## config.mk

```make
export PLATFORM = sky130hd
export DESIGN_NAME = mbe_fifo
export DESIGN_NICKNAME = d
export VERILOG_FILES = /design/src/mbe_fifo.sv
export SDC_FILE = /design/constraint.sdc
export NUM_CORES = 1
export LEC_CHECK = 0
export ABC_CLOCK_PERIOD_IN_PS = 2900
export BUFFER_PORTS_ARGS = -buffer_cell sky130_fd_sc_hd__buf_2
export CORE_MARGIN = 1
export CORE_UTILIZATION = 52
export CTS_CLUSTER_DIAMETER = 80
export DETAILED_ROUTE_END_ITERATION = 7
export GPL_TIMING_DRIVEN = 0
export HOLD_SLACK_MARGIN = 0.08
export PLACE_DENSITY = 0.83
export SYNTH_ARGS = -nofsm -noshare
export SYNTH_HDL_FRONTEND = slang
export SYNTH_SLANG_ARGS = --single-unit
```

## constraint.sdc

```tcl
create_clock -name clk -period 2.9 [get_ports clk]
set_clock_uncertainty 0.15 [all_clocks]
set_input_delay 0.29 -clock clk [delete_from_list [all_inputs] [get_ports clk]]
set_output_delay 0.29 -clock clk [all_outputs]
set_load 0.02 [all_outputs]
```

## src/mbe_fifo.sv

```systemverilog
// Small register queue that decouples the mapper from the iteration engine.
// No package dependencies; depth must be a power of two.
`default_nettype none

module mbe_fifo #(
  parameter int W     = 64,
  parameter int DEPTH = 2
) (
  input  logic         clk,
  input  logic         rst,
  input  logic         wr,
  input  logic [W-1:0] wdata,
  output logic         full,
  input  logic         rd,
  output logic [W-1:0] rdata,
  output logic         empty
);

  localparam int AW = (DEPTH > 1) ? $clog2(DEPTH) : 1;

  logic [W-1:0]  mem [DEPTH];
  logic [AW-1:0] wptr;
  logic [AW-1:0] rptr;
  logic [AW:0]   count;
  logic          do_wr;
  logic          do_rd;

  assign full  = (count == (AW + 1)'(DEPTH));
  assign empty = (count == '0);
  assign do_wr = wr && !full;
  assign do_rd = rd && !empty;
  assign rdata = mem[rptr];

  // Pointers and fill level.
  always_ff @(posedge clk) begin
    if (rst) begin
      wptr  <= '0;
      rptr  <= '0;
      count <= '0;
    end else begin
      if (do_wr) wptr <= wptr + 1'b1;
      if (do_rd) rptr <= rptr + 1'b1;
      if (do_wr && !do_rd) begin
        count <= count + 1'b1;
      end else if (do_rd && !do_wr) begin
        count <= count - 1'b1;
      end
    end
  end

  // Storage.
  always_ff @(posedge clk) begin
    if (do_wr) mem[wptr] <= wdata;
  end

endmodule

`default_nettype wire

```

== Word level (Yosys, flattened, before mapping) ==
Memories as Yosys holds them, arrays and structs flattened. A register that Yosys moved wholly into a read port is not among the register bits.
Index checks and enable logic that the tools add are counted.

* Add/sub/neg operators: 4
* $mul: 0
* Div/mod/pow operators: 0
* $lt $le $gt $ge: 0
* Equality and inequality tests: 1
* Shift operators: 0
* Muxes and demuxes: 6
* Bitwise logic cells: 0
* Reduce and logical (&&, ||, !) cells: 10

{| class="wikitable"
|+ Operator list
! kind !! number
|-
| $logic_and 1x1->1 || 4
|-
| $logic_not 1->1 || 4
|-
| $mux 1 || 4
|-
| $mux 2 || 2
|-
| $add 1x1->1 const B || 2
|-
| $add 2x1->2 const B || 1
|-
| $eq 2x2->1 const B || 1
|-
| $logic_not 2->1 || 1
|-
| $reduce_bool 2->1 || 1
|-
| $sub 2x1->2 const B || 1
|}

* Flip-flop bits (word level): 4
* Bits in latches: 0
* Memory bits (writable): 128
* Bits in read-only memories: 0
* Input bits: 68
* Output and inout bits: 66
* Word-level logic and storage cells: 25
* Memories: 1

{| class="wikitable"
|+ Memory list
! name !! depth !! bits a word !! read ports !! clocked after memory_dff !! write ports !! line !! text
|-
| mem || 2 || 64 || 1 || 1 || 1 || 21 || <nowiki>logic [W-1:0] mem [DEPTH];</nowiki>
|}

== Logic depth before layout (Yosys ltp) ==
* Depth after elaboration: 7
* Depth in mapped cells: 6
* Mapped depth without buffers: 6

== Least setup slack after synthesis ==
OpenSTA, ideal clock, no wires.

* Kind: flip-flop to flip-flop
* From: register count[1]
* To: memory mem[1][0], enable pin
* Library setup time: 0.429 ns
* Arrival: 2.173 ns
* Data required time: 2.321 ns
* Path slack: 0.148 ns
* Cell stages (with the launch flop): 4
* Buffers on the path: 0
* Clock period less this slack: 2.752 ns
* Path through: dfxtp_1 -> nor2b_2 -> nor2_1 -> and2_1

* Word-level cells in the longest chain between the ends: 5

{| class="wikitable"
|+ RTL lines
! what !! line !! text
|-
| from (decl) || 24 || <nowiki>logic [AW:0] count;</nowiki>
|-
| from (signal assigned) || 44 || <nowiki>count <= count + 1'b1;</nowiki>
|-
| from (signal assigned) || 46 || <nowiki>count <= count - 1'b1;</nowiki>
|-
| $eq 2x2->1 || 28 || <nowiki>assign full = (count == (AW + 1)'(DEPTH));</nowiki>
|-
| net full || 13 || <nowiki>output logic full,</nowiki>
|-
| $logic_not 1->1 || 30 || <nowiki>assign do_wr = wr && !full;</nowiki>
|-
| $logic_and 1x1->1 || 30 ||
|-
| net do_wr || 25 || <nowiki>logic do_wr;</nowiki>
|-
| $mux 1 || 53 || <nowiki>if (do_wr) mem[wptr] <= wdata;</nowiki>
|-
| $mux 1 (not written as such) || 53 ||
|-
| to (decl) || 21 ||
|}

The timed path passes the listed nets, and every way through them passes these cells.

==> run summary <==
status = finished with violations
failing checks = design-rule violations
Post-Layout Cell Count = 565
critical path type = flip-flop to output port
clk root buf = clkbuf_8
final setup fails = 0
H-tree depth = 4
main combinational cell family by area after synthesis = multiplexers
worst rel slew slack = 40.9%
Overall Power = 0.00610 W
CTS tree = yes
post-synthesis mux area share = 14.9%
Syn Std Cell Area = 4830 um^2
Pleak = 2.63 nW
vias per inst = 5.01
adder-cell share of the synthesized area = 0.259%
pwr dens = 888 nW/um^2
WP data arrival = 1.83 ns
syn nets = 293
worst reg2reg path depth = 4
IO Pins = 134
clk slew on worst S/H paths = 0.06 ns
most frequent cells in the layout = buf_2 (134), edfxtp_1 (128), dlygate4sd3_1 (67)
share of Yosys cell area claimed by the top area cell type = 79.5%
setup TNS = 0 ns
endpoints failing hold = 0
Post-Synth XOR/XNOR Area = 0.544%
drt first pass iters = 8
CTS resizes = 0
die height = 98.4 um
vias in the first global route = 3172
post-CTS setup buffers = 0
die area = 9680 um^2
# nets final = 513
Rows = 34
gr ovfl total = 0
Worst-Skew Late Latency = 0.50 ns
antenna-violating nets left = 0
first-pass GRT wire length = 15.4 mm
CTS Hold Buffers Added = 67
cell taking the most area after synthesis = edfxtp_1
DP Cell Count = 466
largest net degree at the start of global routing = 65
Num CTS Buffers = 17
hold path start = wdata[36]
Netlist cell types = 14
routability congestion estimate = 0.706
drc violations = 7
fmax = 0.441 GHz
routed wire length = 9.85 mm
DP Worst Slack = 0.643 ns
Critical Path Start Type = flip-flop
depth of the worst hold-timing path = 2
Hold EP = mem[0][36]
RSZ-0062 raised after global routing = no
Synth Area in Compound Gates = 0.518%
Iter 0 DRT Violations = 93
WP data required = 2.46 ns
area grow syn2layout = 42.2%
most common cell after layout, fill and taps aside = buf_2
r2r startpoint = count[0]
initial antenna violation count = 0
Peak VDD IR = 0.626 mV
wire length per cell = 17.4 um
via count = 2828
Clock Path Buffers = 2
register area share after synthesis = 81.6%
Syn. warnings = 0
crit path capture type = output port
dominant cells by area after synthesis = edfxtp_1 (80%), mux2_2 (15%), dfxtp_1 (2.1%), buf_4 (0.93%), xor2_1 (0.54%)
crit share post-route = 78.2%
Final Max Tran Viols = 0
post-synthesis simple-gate area fraction = 0.958%
initial core utilization = 54.6%
Port-buffer cells = 133
hpwl dp = 5.14 mm
register bit total from synthesis = 133
min cycle time layout = 2.27 ns
# diodes = 0
share of layout cells above drive strength 1 = 52.1%
Syn Area/Cell = 21.6 um^2
crit-path max FO = 10
MaxCap Viol Count = 0
Hold Crit Class = input pin to flip-flop
Tightest Pin Transition = 0.887 ns
Core Area = 8850 um^2
Final WS setup = 0.633 ns
flop2flop setup slack = 0.63 ns
GRT Total Usage = 21.7%
Die Width = 98.4 um
clock sink count = 133
post-synthesis cell count = 224
Reg-to-Reg End = mem[0][0]
## per-stage QoR
| step | area [um^2] | hold slack, ns | util (%) |
|---|---|---|---|
| 6_report | 6870 | 0.364 | 77.7 |
| 3_5_place_dp | 5660 | 0.331 | 63.9 |
| 4_1_cts | 6870 | 0.334 | 77.7 |
| 5_1_grt | 6870 | 0.334 | 77.7 |
| 3_3_place_gp | 5630 | 0.318 | 63.7 |
| 2_1_floorplan | 4830 | 0.209 | - |
## area by class of cell
cell class,instances,area [um^2]
clock inverter,14,128
sequential,133,3940
timing repair buffer,201,1360
clock buffer,18,418
inverter,2,7.51
tap,108,135
multi-input combinational,82,833
fill,521,1980
buffer,7,50.0
## power breakdown
group	internal, W	switching [W]
Clock	0.00114	0.000803
Combinational	0.000690	0.000971
Sequential	0.00242	0.0000745
## worst max-delay path by stage
stage	startpoint	end	slack [ns]	depth (start not counted)
4_1_cts	flip-flop	rdata[32]	0.62	4
3_3_place_gp	count[0]	mem[1][50]	-0.58	3
3_5_place_dp	count[0]	mem[0][14]	0.64	4
6_report	flip-flop	rdata[52]	0.63	4
5_1_grt	count[0]	mem[0][0]	0.49	4
2_1_floorplan	count[1]	mem[1][0]	0.15	3
## Yosys cell counts (all sizes together)
master	n
buf	7
dfxtp	5
mux2	64
a21oi	2
and2	1
or3	2
inv	2
nor2	5
xor2	3
edfxtp	128
o21ai	3
ha	1
nor2b	1
## logic make-up after synthesis
logic type / after synthesis
AOI/OAI and AO/OA: 5
muxes: 64
buffers and inverters: 9
adders and majority gates: 1
DFF: 133
and+or+nand+nor: 9
xor gates and xnor gates: 3
## metal layers
| metal | vias up | GRT usage (%) | routed length [um] |
|---|---|---|---|
| li1 | 1327 | - | - |
| met4 | 0 | 10.4 | 153 |
| met5 | - | 0 | 0 |
| met2 | 105 | 39.1 | 5340 |
| met1 | 1384 | 23.2 | 3830 |
| met3 | 12 | 6.94 | 533 |
## worst max-delay path, stage by stage, from the launching register on
cell     delay, ns
dfxtp_1       0.30
buf_2         0.23
buf_4         0.25
mux2_2        0.37
buf_2         0.17
## state kept, by name, summed over array words and instances, names as in the netlist, named ones only
signal and cells:
rptr 1, mem 128, wptr 1, count 2
No activity file was read; power rests on OpenSTA's default activity.
