## src/mbe_pkg.sv

```systemverilog
// Shared types and constants for the escape-time pixel engine.
// Holds the configuration layout, the mapped point type and the state encodings.
// No dependencies.
`default_nettype none

package mbe_pkg;

  // Word widths of the fixed-point values, register indexes, image sizes and limits.
  localparam int FIX_W     = 32;
  localparam int CFG_IDX_W = 3;
  localparam int SIZE_W    = 13;
  localparam int LIMIT_W   = 16;

  typedef logic signed [FIX_W-1:0] fix_t;
  typedef logic        [FIX_W-1:0] ufix_t;

  // Configuration register indexes.
  typedef enum logic [CFG_IDX_W-1:0] {
    REG_RE_MIN       = 3'd0,
    REG_RE_MAX       = 3'd1,
    REG_IM_MIN       = 3'd2,
    REG_IM_MAX       = 3'd3,
    REG_IMAGE_WIDTH  = 3'd4,
    REG_IMAGE_HEIGHT = 3'd5,
    REG_ESCAPE_LIMIT = 3'd6,
    REG_ITER_LIMIT   = 3'd7
  } cfg_reg_t;

  // Reset values of the configuration registers.
  localparam fix_t             RST_RE_MIN       = -32'sd671088640;
  localparam fix_t             RST_RE_MAX       = 32'sd268435456;
  localparam fix_t             RST_IM_MIN       = -32'sd268435456;
  localparam fix_t             RST_IM_MAX       = 32'sd268435456;
  localparam logic [SIZE_W-1:0]  RST_WIDTH      = 13'd1280;
  localparam logic [SIZE_W-1:0]  RST_HEIGHT     = 13'd1024;
  localparam ufix_t            RST_ESCAPE       = 32'd1073741824;
  localparam logic [LIMIT_W-1:0] RST_ITER_LIMIT = 16'd1000;

  // Configuration as seen by the front and back halves.
  typedef struct packed {
    fix_t               re_min;
    fix_t               re_max;
    fix_t               im_min;
    fix_t               im_max;
    logic [SIZE_W-1:0]  image_width;
    logic [SIZE_W-1:0]  image_height;
    ufix_t              escape_limit;
    logic [LIMIT_W-1:0] iteration_limit;
  } cfg_t;

  // Point c = p + i*q handed from the mapper to the iteration engine.
  typedef struct packed {
    fix_t p;
    fix_t q;
  } point_t;

  typedef enum logic [2:0] {
    F_IDLE,
    F_MUL,
    F_START,
    F_DIV,
    F_PUSH
  } front_state_t;

  typedef enum logic [2:0] {
    B_IDLE,
    B_CHECK,
    B_MUL,
    B_SQ,
    B_DONE
  } back_state_t;

endpackage

`default_nettype wire

```

## src/mbe_div.sv

```systemverilog
// Restoring unsigned divider, one quotient bit per cycle.
// Used by the coordinate mapper; no package dependencies.
`default_nettype none

module mbe_div #(
  parameter int DW = 44,
  parameter int VW = 13
) (
  input  logic          clk,
  input  logic          rst,
  input  logic          start,
  input  logic [DW-1:0] dividend,
  input  logic [VW-1:0] divisor,
  output logic          busy,
  output logic [DW-1:0] quotient
);

  localparam int CW = $clog2(DW + 1);

  logic [VW-1:0] rem;
  logic [VW-1:0] dvs;
  logic [CW-1:0] cnt;
  logic [VW:0]   rem_sh;
  logic [VW:0]   diff;
  logic          fits;

  // Shift in the next dividend bit and try the subtraction.
  always_comb begin
    rem_sh = {rem, quotient[DW-1]};
    diff   = rem_sh - {1'b0, dvs};
    fits   = (rem_sh >= {1'b0, dvs});
  end

  // Control: count down the quotient bits.
  always_ff @(posedge clk) begin
    if (rst) begin
      busy <= 1'b0;
      cnt  <= '0;
    end else if (start) begin
      busy <= 1'b1;
      cnt  <= CW'(DW);
    end else if (busy) begin
      cnt  <= cnt - 1'b1;
      busy <= (cnt != CW'(1));
    end
  end

  // Datapath: the quotient register doubles as the dividend shifter.
  always_ff @(posedge clk) begin
    if (start) begin
      rem      <= '0;
      dvs      <= divisor;
      quotient <= dividend;
    end else if (busy) begin
      rem      <= fits ? diff[VW-1:0] : rem_sh[VW-1:0];
      quotient <= {quotient[DW-2:0], fits};
    end
  end

endmodule

`default_nettype wire

```

## src/mbe_front.sv

```systemverilog
// Coordinate mapper: turns a pixel index into a point of the complex plane.
// Uses mbe_pkg and two mbe_div instances for the column and row scaling.
`default_nettype none

module mbe_front #(
  parameter int COORD_BITS = 12
) (
  input  logic                  clk,
  input  logic                  rst,
  input  logic [COORD_BITS-1:0] pixel_col,
  input  logic [COORD_BITS-1:0] pixel_row,
  input  logic                  push,
  output logic                  full,
  input  mbe_pkg::cfg_t         cfg,
  output mbe_pkg::point_t       pt,
  output logic                  pt_push,
  input  logic                  pt_full
);

  import mbe_pkg::*;

  localparam int PW = COORD_BITS + FIX_W;
  localparam int SW = PW + 2;

  front_state_t state, state_next;

  logic [COORD_BITS-1:0] col;
  logic [COORD_BITS-1:0] row;
  logic                  neg_re;
  logic                  neg_im;
  logic [PW-1:0]         prod_re;
  logic [PW-1:0]         prod_im;

  logic                  take;
  logic                  div_start;
  logic                  busy_re;
  logic                  busy_im;
  logic [PW-1:0]         quo_re;
  logic [PW-1:0]         quo_im;
  logic signed [FIX_W:0] span_re;
  logic signed [FIX_W:0] span_im;
  logic [FIX_W-1:0]      mag_re;
  logic [FIX_W-1:0]      mag_im;
  logic [SIZE_W-1:0]     dvs_re;
  logic [SIZE_W-1:0]     dvs_im;
  logic signed [SW-1:0]  off_re;
  logic signed [SW-1:0]  off_im;
  logic signed [SW-1:0]  sum_re;
  logic signed [SW-1:0]  sum_im;

  // Window spans in sign-magnitude form; a zero image size counts as one.
  always_comb begin
    span_re = {cfg.re_max[FIX_W-1], cfg.re_max} - {cfg.re_min[FIX_W-1], cfg.re_min};
    span_im = {cfg.im_max[FIX_W-1], cfg.im_max} - {cfg.im_min[FIX_W-1], cfg.im_min};
    mag_re  = span_re[FIX_W] ? FIX_W'(-span_re) : span_re[FIX_W-1:0];
    mag_im  = span_im[FIX_W] ? FIX_W'(-span_im) : span_im[FIX_W-1:0];
    dvs_re  = (cfg.image_width == '0) ? SIZE_W'(1) : cfg.image_width;
    dvs_im  = (cfg.image_height == '0) ? SIZE_W'(1) : cfg.image_height;
  end

  mbe_div #(.DW(PW), .VW(SIZE_W)) u_div_re (
    .clk      (clk),
    .rst      (rst),
    .start    (div_start),
    .dividend (prod_re),
    .divisor  (dvs_re),
    .busy     (busy_re),
    .quotient (quo_re)
  );

  mbe_div #(.DW(PW), .VW(SIZE_W)) u_div_im (
    .clk      (clk),
    .rst      (rst),
    .start    (div_start),
    .dividend (prod_im),
    .divisor  (dvs_im),
    .busy     (busy_im),
    .quotient (quo_im)
  );

  // Restore the sign, add the window origin and saturate to the point width.
  always_comb begin
    off_re = neg_re ? -SW'(quo_re) : SW'(quo_re);
    off_im = neg_im ? -SW'(quo_im) : SW'(quo_im);
    sum_re = SW'(cfg.re_min) + off_re;
    sum_im = SW'(cfg.im_min) + off_im;
    if (sum_re[SW-1:FIX_W-1] == '0 || sum_re[SW-1:FIX_W-1] == '1) begin
      pt.p = sum_re[FIX_W-1:0];
    end else begin
      pt.p = sum_re[SW-1] ? {1'b1, {(FIX_W-1){1'b0}}} : {1'b0, {(FIX_W-1){1'b1}}};
    end
    if (sum_im[SW-1:FIX_W-1] == '0 || sum_im[SW-1:FIX_W-1] == '1) begin
      pt.q = sum_im[FIX_W-1:0];
    end else begin
      pt.q = sum_im[SW-1] ? {1'b1, {(FIX_W-1){1'b0}}} : {1'b0, {(FIX_W-1){1'b1}}};
    end
  end

  // Next state.
  always_comb begin
    state_next = state;
    case (state)
      F_IDLE:  if (take) state_next = F_MUL;
      F_MUL:   state_next = F_START;
      F_START: state_next = F_DIV;
      F_DIV:   if (!busy_re && !busy_im) state_next = F_PUSH;
      F_PUSH:  if (!pt_full) state_next = F_IDLE;
      default: state_next = F_IDLE;
    endcase
  end

  // State outputs.
  always_comb begin
    full      = (state != F_IDLE);
    take      = push && (state == F_IDLE);
    div_start = (state == F_START);
    pt_push   = (state == F_PUSH) && !pt_full;
  end

  always_ff @(posedge clk) begin
    if (rst) begin
      state <= F_IDLE;
    end else begin
      state <= state_next;
    end
  end

  // Pixel capture and the scaling products.
  always_ff @(posedge clk) begin
    if (take) begin
      col <= pixel_col;
      row <= pixel_row;
    end
    if (state == F_MUL) begin
      prod_re <= PW'(col) * PW'(mag_re);
      prod_im <= PW'(row) * PW'(mag_im);
      neg_re  <= span_re[FIX_W];
      neg_im  <= span_im[FIX_W];
    end
  end

endmodule

`default_nettype wire

```

## config.mk

```make
export PLATFORM = sky130hd
export DESIGN_NAME = mbe_front
export DESIGN_NICKNAME = d
export VERILOG_FILES = /design/src/mbe_pkg.sv /design/src/mbe_div.sv /design/src/mbe_front.sv
export SDC_FILE = /design/constraint.sdc
export NUM_CORES = 2
export LEC_CHECK = 0
export ABC_AREA = 1
export ABC_CLOCK_PERIOD_IN_PS = 8500
export BUFFER_PORTS_ARGS = -buffer_cell sky130_fd_sc_hd__buf_2
export CAP_MARGIN = 25
export CELL_PAD_IN_SITES_DETAIL_PLACEMENT = 1
export CELL_PAD_IN_SITES_GLOBAL_PLACEMENT = 1
export CORE_ASPECT_RATIO = 0.7
export CORE_MARGIN = 4
export CORE_UTILIZATION = 46
export DETAILED_ROUTE_END_ITERATION = 6
export PLACE_DENSITY_LB_ADDON = 0.15
export SYNTH_ARGS = -nofsm -noshare
export SYNTH_HDL_FRONTEND = slang
export SYNTH_SLANG_ARGS = --single-unit
```

## constraint.sdc

```tcl
create_clock -name clk -period 8.5 [get_ports clk]
set_clock_uncertainty 0.1 [all_clocks]
set_input_delay 0.85 -clock clk [delete_from_list [all_inputs] [get_ports clk]]
set_output_delay 0.85 -clock clk [all_outputs]
set_load 0.005 [all_outputs]
```

# After elaboration in Yosys (flattened, before gate mapping)
# Index checks and enable logic that the tools add are counted.
[totals]
reg_bits = 271
input_bits = 230
out_inout_bits = 66
[classes]
addsub = 12
multipliers = 2
order_cmp = 2
eq_ne = 11
muxes = 26
n_reduce_logical = 18
[ops]
columns = ["operator", "count"]
rows = [
  ["$mux 32", 6],
  ["$mux 44", 4],
  ["$add 32x46->46", 2],
  ["$mux 46", 2],
  ["$neg 44->46", 2],
  ["$mul 12x32->44", 2],
  ["$sub 32x32->33", 2],
  ["$neg 32->32", 2],
  ["$eq 15x15->1 const B", 2],
  ["$logic_not 15->1", 2],
  ["$ge 14x13->1", 2],
  ["$logic_not 13->1", 2],
  ["$mux 13", 2],
  ["$sub 13x13->13", 2],
  ["$mux 6", 4],
  ["$pmux 3 s5", 1],
  ["$ne 6x1->1 const B", 2],
  ["$sub 6x1->6 const B", 2],
  ["$mux 3", 3],
  ["$eq 3x2->1 const B", 2],
  ["$ne 2x2->1 const B", 3],
  ["$mux 1", 4],
  ["$reduce_bool 2->1", 2],
  ["$eq 3x1->1 const B", 1],
  ["8 further kinds", 13],
]

# Longest topological paths before layout
[logic_depth]
ltp_word = 6
mapped_depth = 45
depth_no_buf = 45

# Hierarchy
# A second synthesis with hierarchy kept.
[hier_totals]
cells_unflattened = 7543
hier_area_um2 = 52175.0
[modules_own_cells]
columns = ["mod", "n_inst", "cells_each", "area_each_um2", "seq_area_each_um2"]
rows = [
  ["mbe_front", 1, 6525, 43974.7, 3483.3],
  ["mbe_div (u_div_im)", 1, 511, 4145.2, 2112.0],
  ["mbe_div (u_div_re)", 1, 507, 4055.1, 2112.0],
]

# Least setup slack after synthesis
# Ideal clock, no wire load.
[synth_path]
path_kind = "input-to-reg"
start = "input cfg[74] (netlist bit)"
end = "register prod_im[36], data pin"
setup_time_ns = 0.265
arrival_ns = 7.357
t_required_ns = 8.135
setup_slack_ns = 0.778
stages = 37
path_cell_list = "inv_1 > ha_1 > fa_1 > ha_1 > inv_1 > nor2_1 > nand2_2 > nor2_2 > nand2_2 > nor2_4 > nand2_2 > nor2_4 > nand2_2 > o21ai_1 > or2_1 > nand2_1 > inv_2 > nand2_1 > fa_1 > fa_1 > inv_1 > fa_1 > fa_1 > inv_1 > fa_1 > inv_1 > ha_1 > a21oi_1 > inv_1 > a31oi_1 > o21ai_0 > or2_2 > a21oi_1 > inv_1 > a21oi_1 > o21ai_0 > xor2_1"
[synth_between]
elab_chain_len = 4
[synth_lines]
columns = ["element", "line_no", "rtl"]
rows = [
  ["start, declared", "mbe_front.sv:14", "input mbe_pkg::cfg_t cfg,"],
  ["$sub 32x32->33 *", "mbe_front.sv:54", "span_im = {cfg.im_max[FIX_W-1], cfg.im_max} - {cfg.im_min[FIX_W-1], cfg.im_min};"],
  ["$neg 32->32", "mbe_front.sv:56", "mag_im = span_im[FIX_W] ? FIX_W'(-span_im) : span_im[FIX_W-1:0];"],
  ["$mux 32 *", "mbe_front.sv:56", ""],
  ["$mul 12x32->44 *", "mbe_front.sv:136", "prod_im <= PW'(row) * PW'(mag_im);"],
  ["end signal, assigned", "mbe_front.sv:136", ""],
  ["end, declared", "mbe_front.sv:32", "logic [PW-1:0] prod_im;"],
]
# Every way passes the cells marked *; elsewhere a longest branch is shown, timed or not.
# A chain may end at the register's enable or synchronous reset.

# Worst setup path after layout
[layout_path]
start = "input cfg[138] (netlist bit)"
end = "register prod_re[36], data pin"
[layout_between]
elab_chain_len = 4
[layout_lines]
columns = ["element", "line_no", "rtl"]
rows = [
  ["$sub 32x32->33 *", "mbe_front.sv:53", "span_re = {cfg.re_max[FIX_W-1], cfg.re_max} - {cfg.re_min[FIX_W-1], cfg.re_min};"],
  ["$neg 32->32", "mbe_front.sv:55", "mag_re = span_re[FIX_W] ? FIX_W'(-span_re) : span_re[FIX_W-1:0];"],
  ["$mux 32 *", "mbe_front.sv:55", ""],
  ["$mul 12x32->44 *", "mbe_front.sv:135", "prod_re <= PW'(col) * PW'(mag_re);"],
  ["end signal, assigned", "mbe_front.sv:135", ""],
  ["end, declared", "mbe_front.sv:31", "logic [PW-1:0] prod_re;"],
]
# Marks and branches as above.

==> results.tsv <==
stage	metric	value	unit
status	status	complete, no violations	
yosys	yosys_warnings	0	
critical_path	crit_slowest_cell	fa_1	
layout	syn_to_final_growth	14.5	%
yosys	syn_inst	7441	
floorplanning	ioPinCount	296	
layout	num-fill-cells	14600	
critical_path	criticalPathCategory	input port to flop	
detailed_routing	via_per_inst	5.47	
place	placed_cell_area	57700	um2
yosys	ys_ff_latch	271	
global_routing	grt_pass1_vias	54800	
cts	numCtsBuffers	34	
critical_path	cp_max_fo	9	
yosys	synth_top_family_by_area	adder cells	
global_routing	antenna_found_initial	14	
critical_path	crit_arrival	8.47	ns
global_routing	track_usage	0.347	
yosys	yosys.area_share.simple	0.283	
floorplanning	chipWidth	409	um
critical_path	cp.depth	41	
place	gp_congestion	0.957	
cts	clock_path_buffers	3	
cts	path_clk_slew	0.07	ns
yosys	synthesis.nets	8629	
place	port_buffers	247	
place	dp_hpwl	178000	um
yosys	syn-cell-area	51700	um2
cts	clkSinkCount	271	
run	maxCapViolCount	0	
layout	utilization	0.533	
floorplanning	row_count	102	
yosys	yosys-mux-area-fraction	0	
sta	fmax	0.121	GHz
yosys	yosysSeqAreaShare	0.149	
detailed_routing	drt-initial-drc-count	4490	
min_path	hold_depth	1	
sta	setup_viol	0	
yosys	synth_fa_ha_area_frac	0.320	
detailed_routing	drt-total-wl	207000	um
critical_path	cp-start-kind	input port	
floorplanning	die-area	118000	um2
floorplanning	die_h	288	um
yosys	avgSynthCellArea	6.94	um2
sta	slew_headroom	0.243	
detailed_routing	final_antenna_net_count	0	
detailed_routing	routedWlPerCell	21.8	um
sta	tightest_slew	1.14	ns
floorplanning	core-area	111000	um2
critical_path	slowest_delay	0.56	ns
critical_path	worstPathRequired	8.72	ns
layout	seqCellArea	7710	um2
sta	fin_crit_sh	0.970	
yosys	synth-async-reset-ratio	0	
critical_path	r2r_cells	22	
min_path	hp-class	input port to flop	
detailed_routing	first_pass_iters	5	
critical_path	crit_path_frequent_cell	nand2_1	
yosys	ys.flop_type	edfxtp_1	
yosys	synth.lib_cells_used.distinct	66	
sta	hold_viol_final	0	
yosys	synth_xor_area_frac	0.0457	
global_routing	gr-total-overflow	0	
layout	finalNonFillerCells	9520	
critical_path	path_delay_family	adder cells	
cts	cts_tree	built	
sta	grt_setup_unrepaired	true	
critical_path	endpoint_kind	flop	
yosys	synth_compound_area_frac	0.0838	
global_routing	grt_pass1_wl	317000	um
layout	drive_above_1_share	0.129	
global_routing	grt_max_degree	102	
sta	post-route-min-period	8.25	ns
cts	hold_buffers	0	
floorplanning	initial_core_util	0.465	
layout	finalInstanceArea	59200	um2
layout	multi_input_area	38100	um2
yosys	synth-edff-count	228	
cts	htree_levels	2	
detailed_routing	vias	52000	
place	dp.cells	9448	
detailed_routing	drc	0	
layout	fin_nets	9223	
critical_path	critPathBufInv	9	
cts	insertion_delay	0.61	ns
cts	root_buffer	clkbuf_16	
sta	slew_viol_final	0	
==> cell type report <==
class | count | share of cell area
timing repair buffer | 716 | 0.0837
clock inverter | 20 | 0.00372
antenna | 5 | 0.000211
inverter | 1444 | 0.0924
multi-input combinational | 5568 | 0.644
clock buffer | 40 | 0.0148
sequential | 271 | 0.130
tap | 1456 | 0.0308
==> routing by layer <==
layer | track usage | part of all wire | vias up | wire [um]
li1 | - | - | 24100 | -
met4 | 0.0749 | 0.023 | 8 | 4680
met2 | 0.522 | 0.42 | 1902 | 86800
met1 | 0.494 | 0.45 | 25800 | 93000
met5 | 0 | 0.00023 | - | 47
met3 | 0.105 | 0.11 | 259 | 22600
==> final timing paths <==
kind / endpoint / from / slack, ns
max reg2reg: prod_re[36] / col[10] / 1.48
min: col[3] / pixel_col[3] / 0.31
max: prod_re[36] / cfg[138] / 0.25
min reg2reg: u_div_re.cnt[4] / u_div_re.cnt[4] / 0.36
==> state kept, by name, summed over array words and instances, names as in the netlist <==
signal	flops
u_div_re.busy	1
u_div_re.cnt	6
row	12
u_div_re.rem	13
prod_im	44
u_div_im.quotient	44
prod_re	44
neg_re	1
u_div_im.rem	13
neg_im	1
u_div_im.cnt	6
u_div_re.dvs	13
state	3
col	12
u_div_im.busy	1
u_div_im.dvs	13
u_div_re.quotient	44
==> cells in the mapped netlist (4+ instances only) <==
master,n,area [um2]
a21oi_1,361,1810
nand3_1,305,1530
or2_2,8,50.1
o21bai_1,21,158
nor3_1,59,295
inv_2,56,210
a21o_1,22,165
fa_1,606,12100
clkinv_1,15,56.3
a211oi_1,5,37.5
nand2_1,2243,8420
buf_6,6,67.6
a21boi_0,5,37.5
xnor2_1,73,639
o21a_1,15,113
a21oi_2,4,35.0
clkbuf_1,131,492
buf_2,9,45.0
xor2_2,5,81.3
o211ai_1,13,97.6
o21ai_2,6,52.6
o21ai_1,7,35.0
buf_4,10,75.1
o21ai_0,263,1320
nand4_1,69,432
inv_1,1372,5150
nor2_1,712,2670
ha_1,352,4400
nand3_2,16,160
xor2_1,178,1560
edfxtp_1,228,6850
o31ai_1,6,45.0
nor2_4,6,67.6
nor2_2,24,150
nand3b_1,18,135
nand2_2,66,413
o22ai_1,5,31.3
nor4_1,16,100
a31oi_1,33,206
and2_1,6,37.5
dfxtp_1,43,861
==> logic make-up after synthesis <==
logic type	after synthesis
compound gates	786
xor+xnor	259
fa+ha+maj	958
buf+inv	1602
flops	271
simple gates	3565
==> cell usage in the layout, fill, tap and decap left out, types with 18 or more instances in the layout <==
master and n:
a21oi_1 356, edfxtp_1 228, nand4_1 69, buf_4 453, nand3_1 298, nand3b_1 18, clkbuf_16 34, nor2_1 701
xor2_1 178, nand2_2 72, fa_1 603, nand2_1 2235, o21ai_0 258, nor2_2 30, o21bai_1 21, ha_1 347
inv_1 1364, xnor2_1 73, dfxtp_1 43, nand3_2 23, buf_2 245, a31oi_1 33, a21o_1 22, inv_2 56
nor3_1 55
==> timing repair <==
action | CTS | global route
setup endpoints to repair | 0 | 27
setup buffers | 0 | 4
hold endpoints to repair | 0 | 0
resized for setup | 0 | 81
==> per-stage QoR <==
step / hold WS, ns / setup WS [ns] / setup TNS [ns]
after floorplan: 0.322 / 0.778 / 0
after global placement: 0.335 / -0.135 / -0.785
after detailed placement: 0.351 / -0.385 / -5.52
after CTS: 0.292 / 0.201 / 0
after global routing: 0.300 / -0.0553 / -0.189
final: 0.310 / 0.255 / 0
Power is not shown: default switching activity piles up to over one toggle a cycle in this logic, so the estimate is an artifact.
